<file path="config.mk">
export PLATFORM = sky130hd
export DESIGN_NAME = dad_queue
export DESIGN_NICKNAME = d
export VERILOG_FILES = /design/src/design/dad_pkg.sv /design/src/design/dad_queue.sv
export SDC_FILE = /design/constraint.sdc
export NUM_CORES = 1
export LEC_CHECK = 0
export BUFFER_PORTS_ARGS = -buffer_cell sky130_fd_sc_hd__buf_4
export CAP_MARGIN = 20
export CELL_PAD_IN_SITES_DETAIL_PLACEMENT = 0
export CELL_PAD_IN_SITES_GLOBAL_PLACEMENT = 1
export CORE_MARGIN = 2
export CORE_UTILIZATION = 50
export CTS_BUF_LIST = sky130_fd_sc_hd__clkbuf_16
export DETAILED_ROUTE_END_ITERATION = 10
export GPL_ROUTABILITY_DRIVEN = 1
export GPL_TIMING_DRIVEN = 0
export PLACE_DENSITY = 0.84
export REMOVE_ABC_BUFFERS = 1
export SLEW_MARGIN = 20
export SYNTH_ARGS = -nofsm -noshare
export SYNTH_HDL_FRONTEND = slang
export SYNTH_SLANG_ARGS = --single-unit
</file>
<file path="constraint.sdc">
create_clock -name clk_i -period 6 [get_ports clk_i]
set_clock_uncertainty 0.05 [all_clocks]
set_input_delay 0.6 -clock clk_i [delete_from_list [all_inputs] [get_ports clk_i]]
set_output_delay 0.6 -clock clk_i [all_outputs]
set_load 0.005 [all_outputs]
</file>
<file path="src/design/dad_pkg.sv">
// dad_pkg: shared types and constants for the detection anchor decoder.
// Used by the core, dad_front, dad_queue and dad_back; depends on nothing.
package dad_pkg;

  localparam int MAX_ANCHORS_DEF = 16384;
  localparam int MAX_CLASSES_DEF = 255;
  localparam int QUEUE_DEPTH     = 4;
  localparam int BOX_ELEMS       = 4;

  localparam int CFG_IDX_W  = 3;
  localparam int CFG_DATA_W = 24;

  localparam logic [CFG_IDX_W-1:0] REG_MODE        = 3'd0;
  localparam logic [CFG_IDX_W-1:0] REG_NUM_CLASSES = 3'd1;
  localparam logic [CFG_IDX_W-1:0] REG_CONF_THRESH = 3'd2;
  localparam logic [CFG_IDX_W-1:0] REG_RATIO_W     = 3'd3;
  localparam logic [CFG_IDX_W-1:0] REG_RATIO_H     = 3'd4;
  localparam logic [CFG_IDX_W-1:0] REG_IMAGE_W     = 3'd5;
  localparam logic [CFG_IDX_W-1:0] REG_IMAGE_H     = 3'd6;

  typedef struct packed {
    logic        mode;
    logic [7:0]  num_classes;
    logic [15:0] conf_threshold;
    logic [23:0] ratio_width;
    logic [23:0] ratio_height;
    logic [16:0] image_width;
    logic [16:0] image_height;
  } cfg_t;

  localparam cfg_t CFG_RESET = '{
    mode:           1'b0,
    num_classes:    8'd80,
    conf_threshold: 16'd16384,
    ratio_width:    24'd65536,
    ratio_height:   24'd65536,
    image_width:    17'd10240,
    image_height:   17'd10240
  };

  // One finished anchor handed from front to back.
  typedef struct packed {
    logic [13:0]        anchor;
    logic [7:0]         label;
    logic [15:0]        best;
    logic [15:0]        obj;
    logic signed [19:0] x;
    logic signed [19:0] y;
    logic signed [19:0] w;
    logic signed [19:0] h;
  } rec_t;

endpackage

</file>
<file path="src/design/dad_queue.sv">
// dad_queue: short anchor queue between front and back.
// Depends on dad_pkg.
module dad_queue
  import dad_pkg::*;
(
  input  logic clk_i,
  input  logic rst_ni,
  input  logic push_i,
  input  rec_t rec_i,
  output logic full_o,
  input  logic pop_i,
  output logic empty_o,
  output rec_t rec_o
);

  localparam int PW = $clog2(QUEUE_DEPTH);

  rec_t          mem_q [QUEUE_DEPTH];
  logic [PW-1:0] wr_q, rd_q;
  logic [PW:0]   cnt_q;

  assign full_o  = cnt_q == (PW + 1)'(QUEUE_DEPTH);
  assign empty_o = cnt_q == '0;
  assign rec_o   = mem_q[rd_q];

  always_ff @(posedge clk_i) begin
    if (push_i) begin
      mem_q[wr_q] <= rec_i;
    end
  end

  always_ff @(posedge clk_i or negedge rst_ni) begin
    if (!rst_ni) begin
      wr_q  <= '0;
      rd_q  <= '0;
      cnt_q <= '0;
    end else begin
      if (push_i) begin
        wr_q <= wr_q + 1'b1;
      end
      if (pop_i) begin
        rd_q <= rd_q + 1'b1;
      end
      unique case ({push_i, pop_i})
        2'b10:   cnt_q <= cnt_q + 1'b1;
        2'b01:   cnt_q <= cnt_q - 1'b1;
        default: cnt_q <= cnt_q;
      endcase
    end
  end

`ifndef ASSERT_OFF
  a_no_overflow: assert property (@(posedge clk_i) disable iff (!rst_ni)
    !(push_i && full_o))
    else $error("push into full queue");
  a_no_underflow: assert property (@(posedge clk_i) disable iff (!rst_ni)
    !(pop_i && empty_o))
    else $error("pop from empty queue");
  a_cnt_bound: assert property (@(posedge clk_i) disable iff (!rst_ni)
    cnt_q <= (PW + 1)'(QUEUE_DEPTH))
    else $error("queue count out of range");
`endif

endmodule

</file>
### After elaboration in Yosys (flattened, before gate mapping)

Memories as Yosys holds them, arrays and structs flattened.
Cells that the tools add are included.

| cells by class | value |
|---|---|
| add/subtract/negate cells | 4 |
| eq/ne operators | 3 |
| multiplexer cells | 3 |
| reductions and logical operators | 2 |

Operators by type and width:

| operator | number |
|---|---|
| case mux 3 bit (2 select lines) | 1 |
| adder 2 x 1 -> 2 bit, second input constant | 2 |
| adder 3 x 1 -> 3 bit, second input constant | 1 |
| == test 3 bit, second input constant | 1 |
| logical NOT 3 bit | 1 |
| subtractor 3 x 1 -> 3 bit, second input constant | 1 |
| == test 2 x 1 -> 1 bit, second input constant | 1 |
| == test 2 bit, second input constant | 1 |
| 2-to-1 mux 1 bit | 2 |
| nonzero test 2 bit | 1 |

| word-level totals | value |
|---|---|
| register bits | 7 |
| memory bits (writable) | 536 |
| output and inout port bits | 136 |
| word-level logic and storage cells | 16 |
| memories | 1 |

Memory list:

| memory | words | bits a word | read ports | clocked after Yosys merged registers in | wr ports | RTL line | RTL |
|---|---|---|---|---|---|---|---|
| mem_q | 4 | 134 | 1 | 0 | 1 | dad_queue.sv:18 | `rec_t mem_q [QUEUE_DEPTH];` |

### Logic depth before layout (Yosys ltp)

Gate-level depths: netlist of the first run.

| depth | value |
|---|---|
| word-level depth | 2 |
| gate-level depth with buffers | 7 |
| gate-level depth less buffers | 7 |

### Worst setup path before layout of the first run

OpenSTA, ideal clock, no wires.

| path | value |
|---|---|
| path kind | flip-flop to flip-flop |
| from | register wr_q[0] |
| to | memory mem_q[0][0] in the netlist's numbering (enable) |
| setup time | 0.509 ns |
| data arrival time | 3.693 ns |
| required time | 5.441 ns |
| setup slack | 1.749 ns |
| stages on the path, launching flop included | 4 |
| path buffers | 0 |
| clock period less this slack | 4.251 ns |
| cells stage by stage | dfrtp_1 > inv_1 > ha_1 > and2_1 |

RTL lines:

| what | RTL line | RTL |
|---|---|---|
| start: declaration | dad_queue.sv:19 | `logic [PW-1:0] wr_q, rd_q;` |
| start signal: assignment | dad_queue.sv:39 | `wr_q <= wr_q + 1'b1;` |
| end: declaration | dad_queue.sv:18 |  |

Straight into the memory's write port.

==> flow_metrics.tcl, run 1 <==
set metrics [dict create \
    cts_tree "done" \
    firstDrtPassIters 4 \
    holdBufCountCts 1 \
    clock-sinks 543 \
    insertion_delay_ns 0.58 \
    path_clk_slew_ns 0.06 \
    grt_antenna_before_repair 1 \
    cts_resized 0 \
    area_growth_syn_to_layout_pct 23.8 \
    layout_commonest_cell "edfxtp_1" \
    finalHoldViolCount 0 \
    routed_wirelength_um 37500 \
    ys_seq_area_share_pct 82.6 \
    num_rows 72 \
    postRouteAntennaNets 0 \
    layout_common_cells "edfxtp_1 (536), buf_4 (273), mux4_2 (134)" \
    dp_hpwl_um 23600 \
    cp.arrival_ns 2.54 \
    nNetsFinal 1200 \
    hp-class "in -> reg" \
    ir_drop_v 0.000306 \
    start_util_pct 50.8 \
    drtIter0Drc 566 \
    regArea_um2 16300 \
    via_count 8780 \
    fin_crit_sh_pct 53.2 \
    rsz0062_at_grt "false" \
    period_minus_slack_ns 3.19 \
    max_freq_mhz 313 \
    wire_per_inst_um 23.2 \
    gp_congestion 0.690 \
    numCtsBuffers 53 \
    avgSynthCellArea_um2 26.7 \
    syn_inst 737 \
    io_buffer_count 273 \
    power.total_uw 11900 \
    pwr_density_cell_nw_per_um2 487 \
    routed_via_density 5.44 \
    yosys_warnings 0 \
    drc 0 \
    core_um2 38700 \
    nFillCells 2619 \
    cts_root_buffer "clkbuf_16" \
    cts.htree.levels 2 \
    grt_start_max_net_pins 48 \
    die-area_um2 41000 \
    ys_types 18 \
    yosys_register_bits 543 \
    drv_slew 0 \
    slew_headroom_pct 54.4 \
    drive_gt1_share_pct 45.8 \
    post_dp_cell_area_um2 22700 \
    maxCapViolations 0 \
    io_pins 274 \
    grt_util_all_layers_pct 18.7 \
    endpoint_kind "output port" \
    crit_fanout 34 \
    cts_buffer_depth 3 \
    critPathLaunchType "flop" \
    cp.required_ns 5.35 \
    multi_input_area_um2 3220 \
    dieHeight_um 202 \
    leakage_uw 0.00837 \
    die_w_um 202 \
    setup_viol 0 \
    path_class "reg -> out" \
    status "completed" \
    grt_pass1_vias 9242 \
    gr-total-overflow 0 \
    synth.cell_area_um2 19700 \
    worstMarginPinSlew_ns 0.684 \
    final_area_um2 24400 \
    cts_setup_buffers 0 \
    grt_pass1_wl_um 56700 \
]
## kinds of logic after synthesis
group / Yosys count / share of synthesized area [%]
AOI/OAI and AO/OA: 2 / 0.0508
xor gates and xnor gates: 6 / 0.267
adders and majority gates: 6 / 0.419
buffers and inverters: 36 / 1.04
DFF: 543 / 82.6
muxes: 134 / 15.3
and+or+nand+nor: 10 / 0.261
## where the power goes
part           switching, uW  total [uW]  leakage [uW]  internal (uW)
Clock                   1320        3180      0.000863           1860
Combinational           1560        3480       0.00250           1920
Sequential               250        5200       0.00500           4950
Total                   3130       11900       0.00837           8740
## cell usage after synthesis
master      n  area share, %
edfxtp_1  536             82
mux4_2    134             15
buf_2      16           0.41
clkbuf_1    7           0.13
dfrtp_1     7           0.89
buf_6       6           0.34
inv_1       6           0.11
ha_1        5           0.32
and2_1      4           0.13
xor2_1      4           0.18
nand2_1     3          0.057
o21ai_0     2          0.051
xnor2_1     2          0.089
and3_1      1          0.032
buf_4       1          0.038
fa_1        1           0.10
nor2_1      1          0.019
nor3_1      1          0.025
## layout make-up
type                            instances  share of cell area [%]
Antenna cell                            1                  0.0103
Clock buffer                           55                    5.64
Clock inverter                         40                    1.25
Inverter                                6                  0.0924
Multi-Input combinational cell        158                    13.2
Sequential cell                       543                    66.8
Tap cell                              518                    2.66
Timing Repair Buffer                  294                    10.4
## final timing paths
path,endpoint,start,depth (start not counted),slack [ns]
max,rec_o[52],rd_q[0],3,2.81
min,rd_q[0],pop_i,2,0.16
max reg2reg,mem_q[1][108],wr_q[1],5,3.97
min reg2reg,cnt_q[2],cnt_q[2],1,0.44
max in group asynchronous,rd_q[0],rst_ni,2,5.40
min in group asynchronous,wr_q[1],rst_ni,2,0.36
## worst max-delay path: stages (launching register included)
cell     delay [ns]
dfrtp_4        0.87
buf_16         0.34
mux4_2         0.57
buf_4          0.16
## metrics by stage
| step | utilization, % | hold slack, ns | worst slack, ns | setup TNS [ns] | instances |
|---|---|---|---|---|---|
| 2_1_floorplan | - | 0.254 | -0.500 | -66.94 | 707 |
| 6_report | 62.9 | 0.155 | 2.81 | 0 | 1615 |
| 3_3_place_gp | 57.3 | 0.368 | -3.16 | -905.90 | 1498 |
| 3_5_place_dp | 58.6 | 0.367 | 3.34 | 0 | 1518 |
| 4_1_cts | 62.9 | 0.110 | 2.68 | 0 | 1614 |
| 5_1_grt | 62.9 | 0.124 | 2.63 | 0 | 1615 |
## state kept, by name (all words and copies together) (netlist names)
signal	cells
mem_q	536
cnt_q	3
rd_q	2
wr_q	2
## routing by layer
layer  track usage [%]  vias up  part of all wire [%]
met5                 0        -                     0
met4              5.68        0                   2.3
met3              5.64       64                   7.7
met2              30.0      267                    50
met1              25.0     4627                    40
li1                  -     3822                     -
No activity file was read; power rests on OpenSTA's default activity.
==> run 2: changes to the inputs <==
Settings changed: CORE_UTILIZATION 50 to 45, PLACE_DENSITY 0.84 to 0.8.
Clock period 6 ns to 2.6 ns, I/O delays scaled along.
==> flow_metrics.tcl, run 2 (synthesized netlist as in run 1, its figures left out) <==
set metrics [dict create \
    dp.cells 1584 \
    rsz0062_at_grt "false" \
    hp-class "in -> reg" \
    layout_commonest_cell "edfxtp_1" \
    p_sw_share_pct 26.5 \
    final_util_pct 60.3 \
    finalNonFillerCells 1829 \
    drv_slew 0 \
    maxCapViolations 0 \
    area_growth_syn_to_layout_pct 32.1 \
    grt_util_all_layers_pct 17.7 \
    postRouteAntennaNets 0 \
    numCtsBuffers 54 \
    routed_wirelength_um 39900 \
    path_class "reg -> out" \
    worstMarginPinSlew_ns 0.553 \
    reg2reg_to "mem_q[0][52]" \
    via_count 9339 \
    pwr_density_cell_nw_per_um2 1080 \
    io_pins 274 \
    top_register "mem_q" \
    switching_power_uw 7460 \
    top_regs "mem_q: 536 flops, cnt_q: 3 flops" \
    core_um2 43200 \
    drive_gt1_share_pct 40.9 \
    dieHeight_um 213 \
    combPwrFrac_pct 30.6 \
    cts_tree "done" \
    cts_buffer_depth 3 \
    status "completed" \
    drtIter0Drc 564 \
    die-area_um2 45400 \
    critPathLaunchType "flop" \
    insertion_delay_ns 0.57 \
    dp_hpwl_um 23000 \
    io_buffer_count 273 \
    r2r-start "wr_q[0]" \
    leakage_uw 0.00904 \
    die_w_um 213 \
    holdPathStages 2 \
    grt_antenna_before_repair 1 \
    finalHoldViolCount 0 \
    path_clk_slew_ns 0.06 \
    crit_fanout 33 \
    slew_headroom_pct 63.2 \
    endpoint_kind "output port" \
    layout_common_cells "edfxtp_1 (536), buf_4 (275), dlygate4sd3_1 (138)" \
    holdCritStartpoint "rec_i[71]" \
    cp.arrival_ns 2.16 \
    drc 0 \
    period_minus_slack_ns 2.47 \
    fin_crit_sh_pct 95.0 \
    clock-sinks 543 \
    power.total_uw 28100 \
    grt_start_max_net_pins 47 \
    gr-total-overflow 0 \
    num_rows 76 \
    wire_per_inst_um 21.8 \
    fin_hold_ws_ns 0.366 \
    rr_worst_depth 5 \
    internal_power_uw 20700 \
    hold_path_end "mem_q[0][71]" \
    gp_congestion 0.712 \
    nNetsFinal 1342 \
    ir_drop_v 0.000715 \
    clock_power_share_pct 27.3 \
    seqPwrFrac_pct 42.2 \
    start_util_pct 45.6 \
    max_freq_mhz 405 \
    cts.htree.levels 2 \
    grt_pass1_wl_um 59800 \
    routed_via_density 5.11 \
    grt_pass1_vias 10300 \
    largest_reg_flops 536 \
    cts_root_buffer "clkbuf_16" \
    reg2reg_slack_ns 0.54 \
    setup_viol 0 \
    firstDrtPassIters 4 \
    cp.required_ns 2.29 \
]
==> run 2: worst max path at each step <==
| stage | from | cells after the start | to | slack, ns |
|---|---|---|---|---|
| floorplan | rd_q[0] | 1 | rec_o[0] | -3.56 |
| global placement | rd_q[0] | 2 | rec_o[106] | -6.28 |
| detailed placement | wr_q[0] | 5 | mem_q[0][72] | 0.48 |
| CTS | rd_q[0] | 4 | rec_o[16] | 0.07 |
| global route | rd_q[0] | 4 | rec_o[83] | 0.02 |
| finish | rd_q[0] | 4 | rec_o[98] | 0.13 |
==> run 2: layout make-up <==
type / instances / area, um^2
Fill cell: 3057 / 17200
Sequential cell: 543 / 16300
Timing Repair Buffer: 435 / 3980
Multi-Input combinational cell: 158 / 3220
Clock buffer: 57 / 1430
Tap cell: 585 / 732
Clock inverter: 44 / 347
Inverter: 6 / 22.5
Antenna cell: 1 / 2.50
==> run 2: worst max-delay path, stage by stage (launching register included) <==
cell and delay (ns):
dfrtp_4 0.45, buf_12 0.14, buf_16 0.25, mux4_2 0.55, buf_4 0.15
==> run 2: power by group through the flow <==
| stage | sequential, uW | clock [uW] | combinational [uW] |
|---|---|---|---|
| finish | 11900 | 7670 | 8590 |
| global route | 12000 | 8190 | 9250 |
| CTS | 11900 | 7850 | 8810 |
| detailed placement | 12200 | 0 | 8320 |
| global placement | 12500 | 0 | 4530 |
| floorplan | 12500 | 0 | 3210 |
==> run 2: timing repair <==
item / 4_1_cts / 5_1_grt
resized for setup: 0 / 0
hold buffers: 138 / 0
endpoints found under the hold margin: 547 / 0
setup buffers: 5 / 0
setup endpoints to repair: 124 / 0
==> run 2: layer usage <==
layer | track usage (%) | wire [um] | up-vias
met1 | 21.2 | 15500 | 4912
met2 | 30.9 | 20800 | 248
met5 | 0 | 13 | -
li1 | - | - | 4108
met3 | 5.53 | 2730 | 69
met4 | 4.96 | 844 | 2
==> run 2: metrics by stage <==
stage               setup TNS, ns  instance area [um^2]  setup slack (ns)
detailed placement              0                 22800             0.481
global route                    0                 26000            0.0159
global placement         -3124.95                 22300             -6.28
CTS                             0                 26000            0.0728
finish                          0                 26000             0.131
floorplan                -1353.37                 19500             -3.56
