<file path="src/design/dad_pkg.sv">
// dad_pkg: shared types and constants for the detection anchor decoder.
// Used by the core, dad_front, dad_queue and dad_back; depends on nothing.
package dad_pkg;

  localparam int MAX_ANCHORS_DEF = 16384;
  localparam int MAX_CLASSES_DEF = 255;
  localparam int QUEUE_DEPTH     = 4;
  localparam int BOX_ELEMS       = 4;

  localparam int CFG_IDX_W  = 3;
  localparam int CFG_DATA_W = 24;

  localparam logic [CFG_IDX_W-1:0] REG_MODE        = 3'd0;
  localparam logic [CFG_IDX_W-1:0] REG_NUM_CLASSES = 3'd1;
  localparam logic [CFG_IDX_W-1:0] REG_CONF_THRESH = 3'd2;
  localparam logic [CFG_IDX_W-1:0] REG_RATIO_W     = 3'd3;
  localparam logic [CFG_IDX_W-1:0] REG_RATIO_H     = 3'd4;
  localparam logic [CFG_IDX_W-1:0] REG_IMAGE_W     = 3'd5;
  localparam logic [CFG_IDX_W-1:0] REG_IMAGE_H     = 3'd6;

  typedef struct packed {
    logic        mode;
    logic [7:0]  num_classes;
    logic [15:0] conf_threshold;
    logic [23:0] ratio_width;
    logic [23:0] ratio_height;
    logic [16:0] image_width;
    logic [16:0] image_height;
  } cfg_t;

  localparam cfg_t CFG_RESET = '{
    mode:           1'b0,
    num_classes:    8'd80,
    conf_threshold: 16'd16384,
    ratio_width:    24'd65536,
    ratio_height:   24'd65536,
    image_width:    17'd10240,
    image_height:   17'd10240
  };

  // One finished anchor handed from front to back.
  typedef struct packed {
    logic [13:0]        anchor;
    logic [7:0]         label;
    logic [15:0]        best;
    logic [15:0]        obj;
    logic signed [19:0] x;
    logic signed [19:0] y;
    logic signed [19:0] w;
    logic signed [19:0] h;
  } rec_t;

endpackage

</file>
<file path="src/design/dad_in_if.sv">
// dad_in_if: input channel of the anchor decoder, one element word per beat.
// Standalone; no dependencies.
interface dad_in_if;
  logic               valid;
  logic               ready;
  logic signed [19:0] value;
  logic               frame_start;

  modport source (output valid, output value, output frame_start, input ready);
  modport sink   (input valid, input value, input frame_start, output ready);
endinterface

</file>
<file path="src/design/dad_front.sv">
// dad_front: accepts element words, tracks position in the anchor, keeps the
// box, objectness and running best class. Depends on dad_pkg, dad_in_if.
module dad_front
  import dad_pkg::*;
#(
  parameter int MAX_ANCHORS = MAX_ANCHORS_DEF,
  parameter int MAX_CLASSES = MAX_CLASSES_DEF
) (
  input  logic        clk_i,
  input  logic        rst_ni,
  input  cfg_t        cfg_i,
  dad_in_if.sink      in_ch,
  input  logic        full_i,
  output logic        push_o,
  output rec_t        rec_o
);

  localparam int AW     = (MAX_ANCHORS > 1) ? $clog2(MAX_ANCHORS) : 1;
  localparam int MC_CAP = (MAX_CLASSES > 255) ? 255 : MAX_CLASSES;

  function automatic logic [15:0] clip_score(input logic signed [19:0] v);
    logic [15:0] r;
    if (v[19]) begin
      r = 16'd0;
    end else if (v[18:16] != 3'd0) begin
      r = 16'hFFFF;
    end else begin
      r = v[15:0];
    end
    return r;
  endfunction

  logic [8:0]         pos_q, pos_d;
  logic [AW-1:0]      anc_q, anc_d;
  logic [15:0]        best_q, best_d;
  logic [7:0]         bcls_q, bcls_d;
  logic signed [19:0] x_q, y_q, w_q, h_q;
  logic [15:0]        obj_q;

  logic               acc;
  logic [8:0]         p, first, c;
  logic [AW-1:0]      a, a_nx;
  logic [AW+13:0]     a_ext;
  logic [7:0]         nc_eff;
  logic [15:0]        sc, cur_best;
  logic [7:0]         cur_cls;
  logic               is_box, is_obj, is_last, upd;

  assign in_ch.ready = !full_i;
  assign acc         = in_ch.valid && in_ch.ready;

  always_comb begin
    p      = in_ch.frame_start ? 9'd0 : pos_q;
    a      = in_ch.frame_start ? '0 : anc_q;
    a_nx   = (32'(a) + 32'd1 >= 32'(MAX_ANCHORS)) ? '0 : a + 1'b1;
    a_ext  = {14'd0, a};
    first  = 9'(BOX_ELEMS) + {8'd0, cfg_i.mode};
    c      = p - first;
    sc     = clip_score(in_ch.value);
    if (cfg_i.num_classes == 8'd0) begin
      nc_eff = 8'd1;
    end else if (cfg_i.num_classes > 8'(MC_CAP)) begin
      nc_eff = 8'(MC_CAP);
    end else begin
      nc_eff = cfg_i.num_classes;
    end
    is_box   = p < 9'(BOX_ELEMS);
    is_obj   = !is_box && (p < first);
    upd      = (c == 9'd0) || (sc > best_q);
    cur_best = upd ? sc : best_q;
    cur_cls  = upd ? c[7:0] : bcls_q;
    is_last  = !is_box && !is_obj && (({1'b0, c} + 10'd1) >= {2'b00, nc_eff});
  end

  always_comb begin
    pos_d  = pos_q;
    anc_d  = anc_q;
    best_d = best_q;
    bcls_d = bcls_q;
    if (acc) begin
      anc_d = a;
      priority if (is_box || is_obj) begin
        pos_d = p + 9'd1;
      end else if (!is_last) begin
        pos_d  = p + 9'd1;
        best_d = cur_best;
        bcls_d = cur_cls;
      end else begin
        pos_d  = 9'd0;
        anc_d  = a_nx;
        best_d = 16'd0;
        bcls_d = 8'd0;
      end
    end
  end

  always_ff @(posedge clk_i or negedge rst_ni) begin
    if (!rst_ni) begin
      pos_q  <= 9'd0;
      anc_q  <= '0;
      best_q <= 16'd0;
      bcls_q <= 8'd0;
    end else begin
      pos_q  <= pos_d;
      anc_q  <= anc_d;
      best_q <= best_d;
      bcls_q <= bcls_d;
    end
  end

  always_ff @(posedge clk_i) begin
    if (acc && is_box) begin
      unique case (p[1:0])
        2'd0: x_q <= in_ch.value;
        2'd1: y_q <= in_ch.value;
        2'd2: w_q <= in_ch.value;
        2'd3: h_q <= in_ch.value;
      endcase
    end
    if (acc && is_obj) begin
      obj_q <= sc;
    end
  end

  assign push_o = acc && is_last;

  always_comb begin
    rec_o.anchor = a_ext[13:0];
    rec_o.label  = cur_cls;
    rec_o.best   = cur_best;
    rec_o.obj    = obj_q;
    rec_o.x      = x_q;
    rec_o.y      = y_q;
    rec_o.w      = w_q;
    rec_o.h      = h_q;
  end

`ifndef ASSERT_OFF
  a_pos_clear: assert property (@(posedge clk_i) disable iff (!rst_ni)
    push_o |=> pos_q == 9'd0)
    else $error("element position not cleared after anchor end");
  a_frame_restart: assert property (@(posedge clk_i) disable iff (!rst_ni)
    (acc && in_ch.frame_start) |=> (32'(anc_q) <= 32'd1))
    else $error("anchor count not restarted on frame start");
`endif

endmodule

</file>
<file path="src/flat_wrapper.sv">
// flat-port wrapper written by rule: the top's interface ports become plain ports
module dad_front_flat import dad_pkg::*;
#(
  parameter int MAX_ANCHORS = MAX_ANCHORS_DEF,
  parameter int MAX_CLASSES = MAX_CLASSES_DEF
)
  (clk_i, rst_ni, cfg_i, full_i, push_o, rec_o, in_ch_valid, in_ch_value, in_ch_frame_start, in_ch_ready);
  dad_in_if in_ch_i ();
  input  logic clk_i;
  input  logic rst_ni;
  input  cfg_t cfg_i;
  input  logic full_i;
  output logic push_o;
  output rec_t rec_o;
  input wire logic [$bits(in_ch_i.valid)-1:0] in_ch_valid;
  input wire logic [$bits(in_ch_i.value)-1:0] in_ch_value;
  input wire logic [$bits(in_ch_i.frame_start)-1:0] in_ch_frame_start;
  output wire logic [$bits(in_ch_i.ready)-1:0] in_ch_ready;
  assign in_ch_i.valid = in_ch_valid;
  assign in_ch_i.value = in_ch_value;
  assign in_ch_i.frame_start = in_ch_frame_start;
  assign in_ch_ready = in_ch_i.ready;
  dad_front #(.MAX_ANCHORS(MAX_ANCHORS), .MAX_CLASSES(MAX_CLASSES)) u_core (.clk_i(clk_i), .rst_ni(rst_ni), .cfg_i(cfg_i), .in_ch(in_ch_i), .full_i(full_i), .push_o(push_o), .rec_o(rec_o));
endmodule
</file>
<file path="config.mk">
export PLATFORM = sky130hd
export DESIGN_NAME = dad_front_flat
export DESIGN_NICKNAME = d
export VERILOG_FILES = /design/src/design/dad_pkg.sv /design/src/design/dad_in_if.sv /design/src/design/dad_front.sv /design/src/flat_wrapper.sv
export SDC_FILE = /design/constraint.sdc
export NUM_CORES = 1
export LEC_CHECK = 0
export ABC_AREA = 1
export BUFFER_PORTS_ARGS = -buffer_cell sky130_fd_sc_hd__buf_2
export CAP_MARGIN = 30
export CORE_MARGIN = 3
export CORE_UTILIZATION = 45
export DETAILED_ROUTE_END_ITERATION = 8
export GPL_TIMING_DRIVEN = 0
export HOLD_SLACK_MARGIN = 0.15
export PLACE_DENSITY = 0.78
export SLEW_MARGIN = 20
export SYNTH_ARGS = -nofsm -noshare
export SYNTH_HDL_FRONTEND = slang
export SYNTH_SLANG_ARGS = --single-unit
</file>
<file path="constraint.sdc">
create_clock -name clk_i -period 5.35 [get_ports clk_i]
set_input_delay 1.07 -clock clk_i [delete_from_list [all_inputs] [get_ports clk_i]]
set_output_delay 1.07 -clock clk_i [all_outputs]
set_load 0.01 [all_outputs]
</file>
---- Word level (Yosys, flattened, before mapping) ----
Cells that the tools add are included.
operators by class
  add/subtract/negate cells ............... 6
  multiply operators ...................... 0
  div/mod/pow operators ................... 0
  magnitude comparators ................... 6
  equal/unequal tests ..................... 3
  shifts and indexed selects .............. 0
  mux-type cells .......................... 15
  bitwise logic cells ..................... 1
  reduce and logical (&&, ||, !) cells .... 21
operators with widths
  cell                                                        count
  two-way mux 16 bit                                          4
  two-way mux 14 bit                                          4
  >= comparator 32 x 15 -> 1 bit, second input constant       1
  two-way mux 8 bit                                           4
  two-way mux 9 bit                                           3
  greater-than comparator 16 bit                              1
  adder 14 x 1 -> 15 bit, second input constant               1
  adder 14 x 1 -> 14 bit, second input constant               1
  adder 9 x 1 -> 10 bit, second input constant                1
  >= comparator 10 x 8 -> 1 bit                               1
  AND reduction 2 bit                                         5
  adder 9 x 1 -> 9 bit, second input constant                 1
  logical NOT 9 bit                                           1
  less-than comparator 9 x 3 -> 1 bit, second input constant  1
  less-than comparator 9 bit                                  1
  subtractor 9 bit                                            1
  greater-than comparator 8 bit, second input constant        1
  logical NOT 8 bit                                           1
  logical AND 1 bit                                           7
  adder 3 x 1 -> 4 bit, first input constant                  1
  == test 2 bit, second input constant                        2
  logical NOT 1 bit                                           3
  nonzero test 3 bit                                          1
  == test 2 x 1 -> 1 bit, second input constant               1
  3 further kinds                                             4
storage, ports and cells
  bits in registers ....................... 143
  bits in latches ......................... 0
  RAM bits ................................ 0
  bits in read-only memories .............. 0
  input bits .............................. 132
  output and inout port bits .............. 136
  logic and storage cells ................. 61
  memories ................................ 0

---- Longest topological paths before layout ----
Gate-level depths: netlist (run 1).
  depth after elaboration ................. 9
  gate-level depth with buffers ........... 29
  mapped depth without buffers ............ 27

---- Worst setup path after synthesis (run 1) ----
No wires, ideal clock.
  path kind ............................... in2reg
  start point ............................. input in_ch_frame_start
  end point ............................... register u_core.obj_q[0] (enable)
  library setup time ...................... 0.478 ns
  arrival time ............................ 4.477 ns
  required time ........................... 4.872 ns
  path slack .............................. 0.395 ns
  stages .................................. 8
  buffers on the path ..................... 1
  path through ............................ buf_6 > inv_6 > nand2_1 > ha_1 > nand2_1 > nand2_2 > nand2_1 > a2111oi_0
on the way
  cells in the longest elaborated chain, start to end .. 5
  elaborated cells on any way between the ends .. 6
  classes of those cells .................. order compare (2); mux (1); reduce/logical (3)
RTL lines
  item                                 RTL line            source
  from (decl)                          flat_wrapper.sv:17  input wire logic [$bits(in_ch_i.frame_start)-1:0] in_ch_frame_start;
  two-way mux 9 bit (*)                dad_front.sv:53     p = in_ch.frame_start ? 9'd0 : pos_q;
  less-than comparator 9 x 3 -> 1 bit  dad_front.sv:67     is_box = p < 9'(BOX_ELEMS);
  logical NOT 1 bit                    dad_front.sv:68     is_obj = !is_box && (p < first);
  logical AND 1 bit (*)                dad_front.sv:68
  logical AND 1 bit (*)                dad_front.sv:120    if (acc && is_obj) begin
  to (signal assigned)                 dad_front.sv:121    obj_q <= sc;
  to (decl)                            dad_front.sv:38     logic [15:0] obj_q;
Mark *: on every way between the ends. The rest lies on a longest branch, timed or not.
A chain may end at the register's enable or synchronous reset.

==> impl_results.md, run 1 <==
* Switching Power at 1.18 mW
* Clock skew at 0.0182 ns
* Flop pwr share at 0.384
* Internal power at 2.32 mW
* Worst R2R Setup Slack at 2.02 ns
* Total CTS buffers at 17
* Site row count at 45
* Synth Instances at 763
* Gate power share at 0.283
* Most frequent cells in the layout: 198 x nand2_1, 171 x buf_2, 123 x inv_1
* Crit share post-route at 0.958
* Yosys cell types at 37
* Switch share at 0.338
* Post-Synth XOR/XNOR Area at 0.0145
* Bufs on Longest Clock Path at 2
* Starting DRT DRC Count at 406
* Initial antenna violation count at 1
* Die area at 0.0177 mm2
* Status: finished clean
* Die Ht at 133 um
* Vias/cell at 4.99
* Largest family of logic cells by synthesized area: simple AND/OR/NAND/NOR gates
* Leakage Power at 4.38 nW
* Post-DRT Antenna Nets at 0
* Largest net degree at the start of global routing at 48
* RSZ-0062 raised after global routing: no
* Fmax at 195 MHz
* Vias post-DR at 5,908
* Gr ovfl total at 0
* Placeable Area at 0.0155 mm2
* Simple-gate share of the synthesized area at 0.210
* EDFF count, synth at 96
* Sink Count at 143
* Synth top area share at 0.397
* # port buffers at 168
* Req. time, crit path at 4.28 ns
* Area growth, synth to finish at 25.5%
* Synth top area cells: edfxtp_1 40%, dfrtp_1 16%, nand2_1 10%, inv_1 6.4%, ha_1 5.5%
* Post-synth top flop: edfxtp_1
* Most common cell after layout, fill and taps aside: nand2_1
* Finished Cell Area at 0.00910 mm2
* Peak VDD IR at 229 uV
* Pwr per Cell Area at 386 mW/mm2
* H-tree levels at 4
* TritonRoute pass-1 iters at 5
* Die width at 133 um
* Clk_lat worst skew at 0.43 ns
* Max-cap violations at 0
* Synth Area in Compound Gates at 0.0725
* Mux cell area share after synthesis at 0
* Mean Syn Cell Area at 9.51 um2
* Placed Area at 0.00842 mm2
* CTS tree: built
* GRT Util Overall at 0.204
* Startpoint Class: input port
* Net count after synthesis at 927
* Adder-Cell Fraction of Synth Area at 0.0552
* Nets at 1,124
* Crit path DAT at 4.06 ns
* Final HPWL DP at 13,100 um
* Final Critical Period at 5.13 ns
* Share of layout cells above drive strength 1 at 0.290
* CP max FO at 10
* Starting Density at 0.468
* Setup Crit Path Kind: in2out
* Root buf cell: clkbuf_16
* Num ports at 268
* Final Max Tran Viols at 0
* Sequential element share of the synthesized area at 0.560
* Worst Max-Slew Pin Slew at 0.936 ns
* Top cell type by total area after synthesis: edfxtp_1
* Detailed Route WL at 17,900 um
* ANT cells at 0
* WL per Instance at 15.1 um
* Clock-pin slew on the worst setup and hold paths at 0.07 ns
* GPL Wtd Cong at 0.896
* Critical path capture point type: output pin
* Clock Power Share at 0.333
* Vias in the first global route at 5,666
* Seq cells post-synth at 143
* Finish-stage setup viols at 0
* Synth warn at 0
* Setup TNS at 0 ns
* First-pass GRT wire length at 28,400 um
* Cell Area, Synth at 0.00725 mm2
* Asr flop ratio synth at 0.329
* Fin. Hold Viols at 0
* Min-Delay Path Class: reg2reg
* Headroom to the max-slew limit at 0.375
* Number of remaining DRC errors at 0
layout make-up:
| cell class | instances | area [um2] |
|---|---|---|
| fill | 1347 | 6380 |
| sequential | 143 | 4060 |
| multi-input combinational | 470 | 2620 |
| timing repair buffer | 178 | 921 |
| inverter | 130 | 495 |
| clock buffer | 17 | 425 |
| tap | 211 | 264 |
| clock inverter | 15 | 165 |
| buffer | 20 | 150 |
metrics by stage:
| stage | instances | utilization | hold WS (ns) | power, mW | worst slack (ns) |
|---|---|---|---|---|---|
| finish | 1184 | 0.588 | 0.476 | 3.51 | 0.223 |
| floorplan | 763 | - | 0.446 | 2.02 | 0.395 |
| CTS | 1177 | 0.582 | 0.478 | 3.52 | 0.0167 |
| global placement | 1142 | 0.540 | 0.453 | 2.31 | -1.25 |
| detailed placement | 1145 | 0.544 | 0.468 | 2.34 | -0.174 |
| global route | 1184 | 0.588 | 0.500 | 3.71 | 0.0188 |
state kept, by name (all words and copies together) (netlist names):
register / cells
u_core.h_q: 20
u_core.bcls_q: 8
u_core.y_q: 20
u_core.x_q: 20
u_core.anc_q: 14
u_core.best_q: 16
u_core.obj_q: 16
u_core.pos_q: 9
u_core.w_q: 20
cells in the mapped netlist, types with 3 or more instances:
library cell  instances
nand2_2               9
nand2_1             199
o21ai_0              35
o21ai_1               5
ha_1                 32
nand3_2               3
inv_1               123
nor2_4                4
o21ai_2              19
edfxtp_1             96
nor3_1                7
nor2_2                4
xor2_1               11
a21oi_1              16
nand2_4               3
buf_6                 9
nand4_1               8
nor2_1               43
clkbuf_1             10
dfrtp_1              47
inv_2                 5
o22ai_1               6
nand3_1              48
nand3b_1              8
kinds of logic after synthesis:
group,after synthesis
xor gates and xnor gates,12
adders and majority gates,32
buffers and inverters,150
AOI/OAI and AO/OA,86
DFF,143
and+or+nand+nor,340
routing by layer:
metal / global-route usage / part of all wire / vias to the layer above
met5: 0 / 0 / -
met4: 0.0774 / 0.017 / 0
met2: 0.347 / 0.49 / 250
li1: - / - / 2887
met3: 0.0426 / 0.074 / 22
met1: 0.257 / 0.42 / 2749
what timing repair did:
| item | CTS | global route |
|---|---|---|
| resized for setup | 5 | 10 |
| endpoints found under the hold margin | 0 | 0 |
| setup buffers | 0 | 7 |
| endpoints found under the setup margin | 22 | 25 |
| pin swaps | 0 | 2 |
| hold buffers | 0 | 0 |
power by group through the flow:
stage	Clock [mW]	Sequential, mW	Combinational, mW
final	1.17	1.35	0.992
after global routing	1.24	1.36	1.12
after CTS	1.19	1.35	0.984
after detailed placement	0	1.37	0.974
after global placement	0	1.37	0.949
after floorplan	0	1.37	0.642
path summary, 6_finish.rpt:
kind,to,depth (start not counted),from
worst max-delay path,rec_o[104],19,in_ch_value[17]
worst min-delay path,u_core.bcls_q[5],2,u_core.bcls_q[5]
worst max register to register,u_core.best_q[4],21,u_core.pos_q[0]
worst min register to register,u_core.bcls_q[5],2,u_core.bcls_q[5]
max in group asynchronous,u_core.best_q[5],1,rst_ni
min in group asynchronous,u_core.pos_q[6],1,rst_ni
critical path, cell delays in order:
cell	delay, ns
buf_2	0.13
or3_4	0.42
buf_2	0.21
o21ai_0	0.29
inv_1	0.12
ha_1	0.31
nand2_1	0.07
o21ai_0	0.22
nand2_1	0.09
o211ai_1	0.10
nand2_1	0.07
nand2_1	0.06
nand2_1	0.18
nand2_4	0.17
buf_6	0.16
nand2_1	0.07
nand2_1	0.13
inv_1	0.05
buf_2	0.13
No activity file was read; power rests on OpenSTA's default activity.
==> run 2: changes to the inputs <==
--- a/config.mk
+++ b/config.mk
@@ -6,7 +6,7 @@
 export NUM_CORES = 1
 export LEC_CHECK = 0
 export ABC_AREA = 1
-export BUFFER_PORTS_ARGS = -buffer_cell sky130_fd_sc_hd__buf_2
+export BUFFER_PORTS_ARGS = -buffer_cell sky130_fd_sc_hd__buf_4
 export CAP_MARGIN = 30
 export CORE_MARGIN = 3
 export CORE_UTILIZATION = 45
@@ -14,6 +14,7 @@
 export GPL_TIMING_DRIVEN = 0
 export HOLD_SLACK_MARGIN = 0.15
 export PLACE_DENSITY = 0.78
+export SETUP_SLACK_MARGIN = 0.15
 export SLEW_MARGIN = 20
 export SYNTH_ARGS = -nofsm -noshare
 export SYNTH_HDL_FRONTEND = slang
==> constraint.sdc (replaced) <==
create_clock -name clk_i -period 6.1 [get_ports clk_i]
set_input_delay 1.22 -clock clk_i [delete_from_list [all_inputs] [get_ports clk_i]]
set_output_delay 1.22 -clock clk_i [all_outputs]
set_load 0.01 [all_outputs]
==> run 2 against run 1 <==
Effect of this change: non-clock buffer count down 2; clock skew down 0.0063 ns; flip-flop and latch count unchanged; largest power group unchanged; sequential power down 13%; total power down 10%; routed wire length up 2.7%; highest routed layer unchanged; sequential share of layout area down 1.8 points; final cell count down 0.17%; critical path depth down 2; die area unchanged.
==> impl_results.md, run 2 (synthesized netlist as in run 1, its figures left out) <==
* Status: finished clean
* Starting Density at 0.468
* Clock skew at 0.0120 ns
* ANT cells at 0
* Clock-pin slew on the worst setup and hold paths at 0.06 ns
* Critical path buffers and inverters at 7
* Die area at 0.0177 mm2
* Worst R2R Setup Slack at 2.70 ns
* Switch share at 0.333
* Worst Hold End: u_core.bcls_q[5]
* Fin. Hold Viols at 0
* Die Ht at 133 um
* Finish-stage setup viols at 0
* Hold Path Depth at 2
* Vias/cell at 4.96
* Pwr per Cell Area at 332 mW/mm2
* Total power at 3.15 mW
* Placeable Area at 0.0155 mm2
* Vias post-DR at 5,868
* Worst Max-Slew Pin Slew at 0.734 ns
* Bufs on Longest Clock Path at 2
* Hold Crit Start: u_core.bcls_q[5]
* RSZ-0062 raised after global routing: no
* WL per Instance at 15.5 um
* Crit share post-route at 0.917
* Final HPWL DP at 13,600 um
* Leakage Power at 4.49 nW
* Worst r2r src: u_core.pos_q[0]
* Max-cap violations at 0
* Initial antenna violation count at 0
* Share of layout cells above drive strength 1 at 0.284
* Top delay family on crit path: simple AND/OR/NAND/NOR gates
* Starting DRT DRC Count at 410
* Most common cell after layout, fill and taps aside: nand2_1
* Final Max Tran Viols at 0
* Sink Count at 143
* Clk_lat worst skew at 0.42 ns
* CP peak stage delay at 0.45 ns
* GRT Util Overall at 0.210
* R2r endpoint: u_core.best_q[1]
* Peak VDD IR at 179 uV
* Num ports at 268
* Headroom to the max-slew limit at 0.510
* Switching Power at 1.05 mW
* Final std cells w/o fill at 1,182
* Crit path DAT at 4.37 ns
* Gate power share at 0.300
* Setup Crit Path Kind: in2out
* CTS tree: built
* Area growth, synth to finish at 30.7%
* Largest net degree at the start of global routing at 48
* Inst Count DP at 1,147
* First-pass GRT wire length at 29,200 um
* # port buffers at 168
* Flop pwr share at 0.376
* Root buf cell: clkbuf_16
* Setup TNS at 0 ns
* Req. time, crit path at 4.88 ns
* Post-DRT Antenna Nets at 0
* Most frequent cells in the layout: 198 x nand2_1, 172 x buf_4, 123 x inv_1
* Fin Hold WS at 0.476 ns
* Internal power at 2.10 mW
* Site row count at 45
* Vias in the first global route at 5,665
* Detailed Route WL at 18,400 um
* Number of remaining DRC errors at 0
* Min-Delay Path Class: reg2reg
* Gr ovfl total at 0
* GPL Wtd Cong at 0.902
* Critical path capture point type: output pin
* Startpoint Class: input port
* Clock Power Share at 0.324
* Die width at 133 um
* Final Critical Period at 5.59 ns
* Total CTS buffers at 17
* TritonRoute pass-1 iters at 5
* CP max stage cell: or3_1
* Worst reg2reg path depth at 26
* Crit-path cells: buf_4, or3_1, clkbuf_1, o21ai_0, inv_1, ha_1, nand2_1, inv_1, nand3_1, nor3_1, nand3_1, nand2_1, clkbuf_2, nand3_1, nand2_1, inv_1, buf_4
* Nets at 1,122
* Fmax at 179 MHz
* CP max FO at 10
* H-tree levels at 4
run 2: changes by cell type in the layout (fill, tap and decap cells not counted), moves of 2 or more:
| cell | delta |
|---|---|
| buf_2 | -168 |
| buf_4 | +163 |
| ha_1 | +2 |
| inv_6 | +2 |
| inv_8 | -3 |
| nor2_2 | +2 |
run 2: final cells by class:
| cell class | count | area, um2 |
|---|---|---|
| Buffer | 20 | 149 |
| Clock buffer | 17 | 425 |
| Clock inverter | 15 | 168 |
| Fill cell | 1305 | 6010 |
| Inverter | 130 | 493 |
| Multi-Input combinational cell | 470 | 2590 |
| Sequential cell | 143 | 4060 |
| Tap cell | 211 | 264 |
| Timing Repair Buffer | 176 | 1330 |
run 2: worst min-delay path: cells and delay by family, from the launching register on:
kind	cells	cell delay, ns
flip-flops	1	0.33
AND/OR/NAND/NOR	1	0.06
AO/OA/AOI/OAI	1	0.05
run 2: timing repair:
action	in CTS	in global routing
setup buffers	0	3
gates resized for setup	0	9
endpoints found under the hold margin	0	0
endpoints found under the setup margin	0	21
hold buffers	0	0
run 2: metrics by stage:
stage	util	instance area, um2	worst slack, ns
after floorplan	-	7250	0.995
after global placement	0.567	8780	-0.653
after detailed placement	0.571	8850	0.280
after CTS	0.610	9440	0.263
after global routing	0.612	9480	0.173
final	0.612	9480	0.509
run 2: power by group through the flow:
stage	Clock, mW	Sequential [mW]	Combinational [mW]
2_1_floorplan	0	1.20	0.563
4_1_cts	1.04	1.18	0.944
6_report	1.02	1.18	0.943
5_1_grt	1.08	1.19	1.06
3_5_place_dp	0	1.20	0.935
3_3_place_gp	0	1.20	0.904
run 2: routing by layer:
layer,part of all wire,vias up,track usage
met5,0,-,0
met4,0.026,0,0.0878
met3,0.065,37,0.0441
met2,0.49,241,0.356
met1,0.42,2708,0.260
li1,-,2882,-
run 2: worst max-delay path by stage:
stage	from	end	cells after the start
after CTS	in_ch_value[17]	rec_o[110]	20
after detailed placement	in_ch_value[17]	rec_o[108]	20
after global routing	in_ch_value[17]	rec_o[108]	17
final	in_ch_value[17]	rec_o[104]	17
after floorplan	in_ch_frame_start	u_core.obj_q[0]	8
after global placement	in_ch_frame_start	u_core.obj_q[7]	8
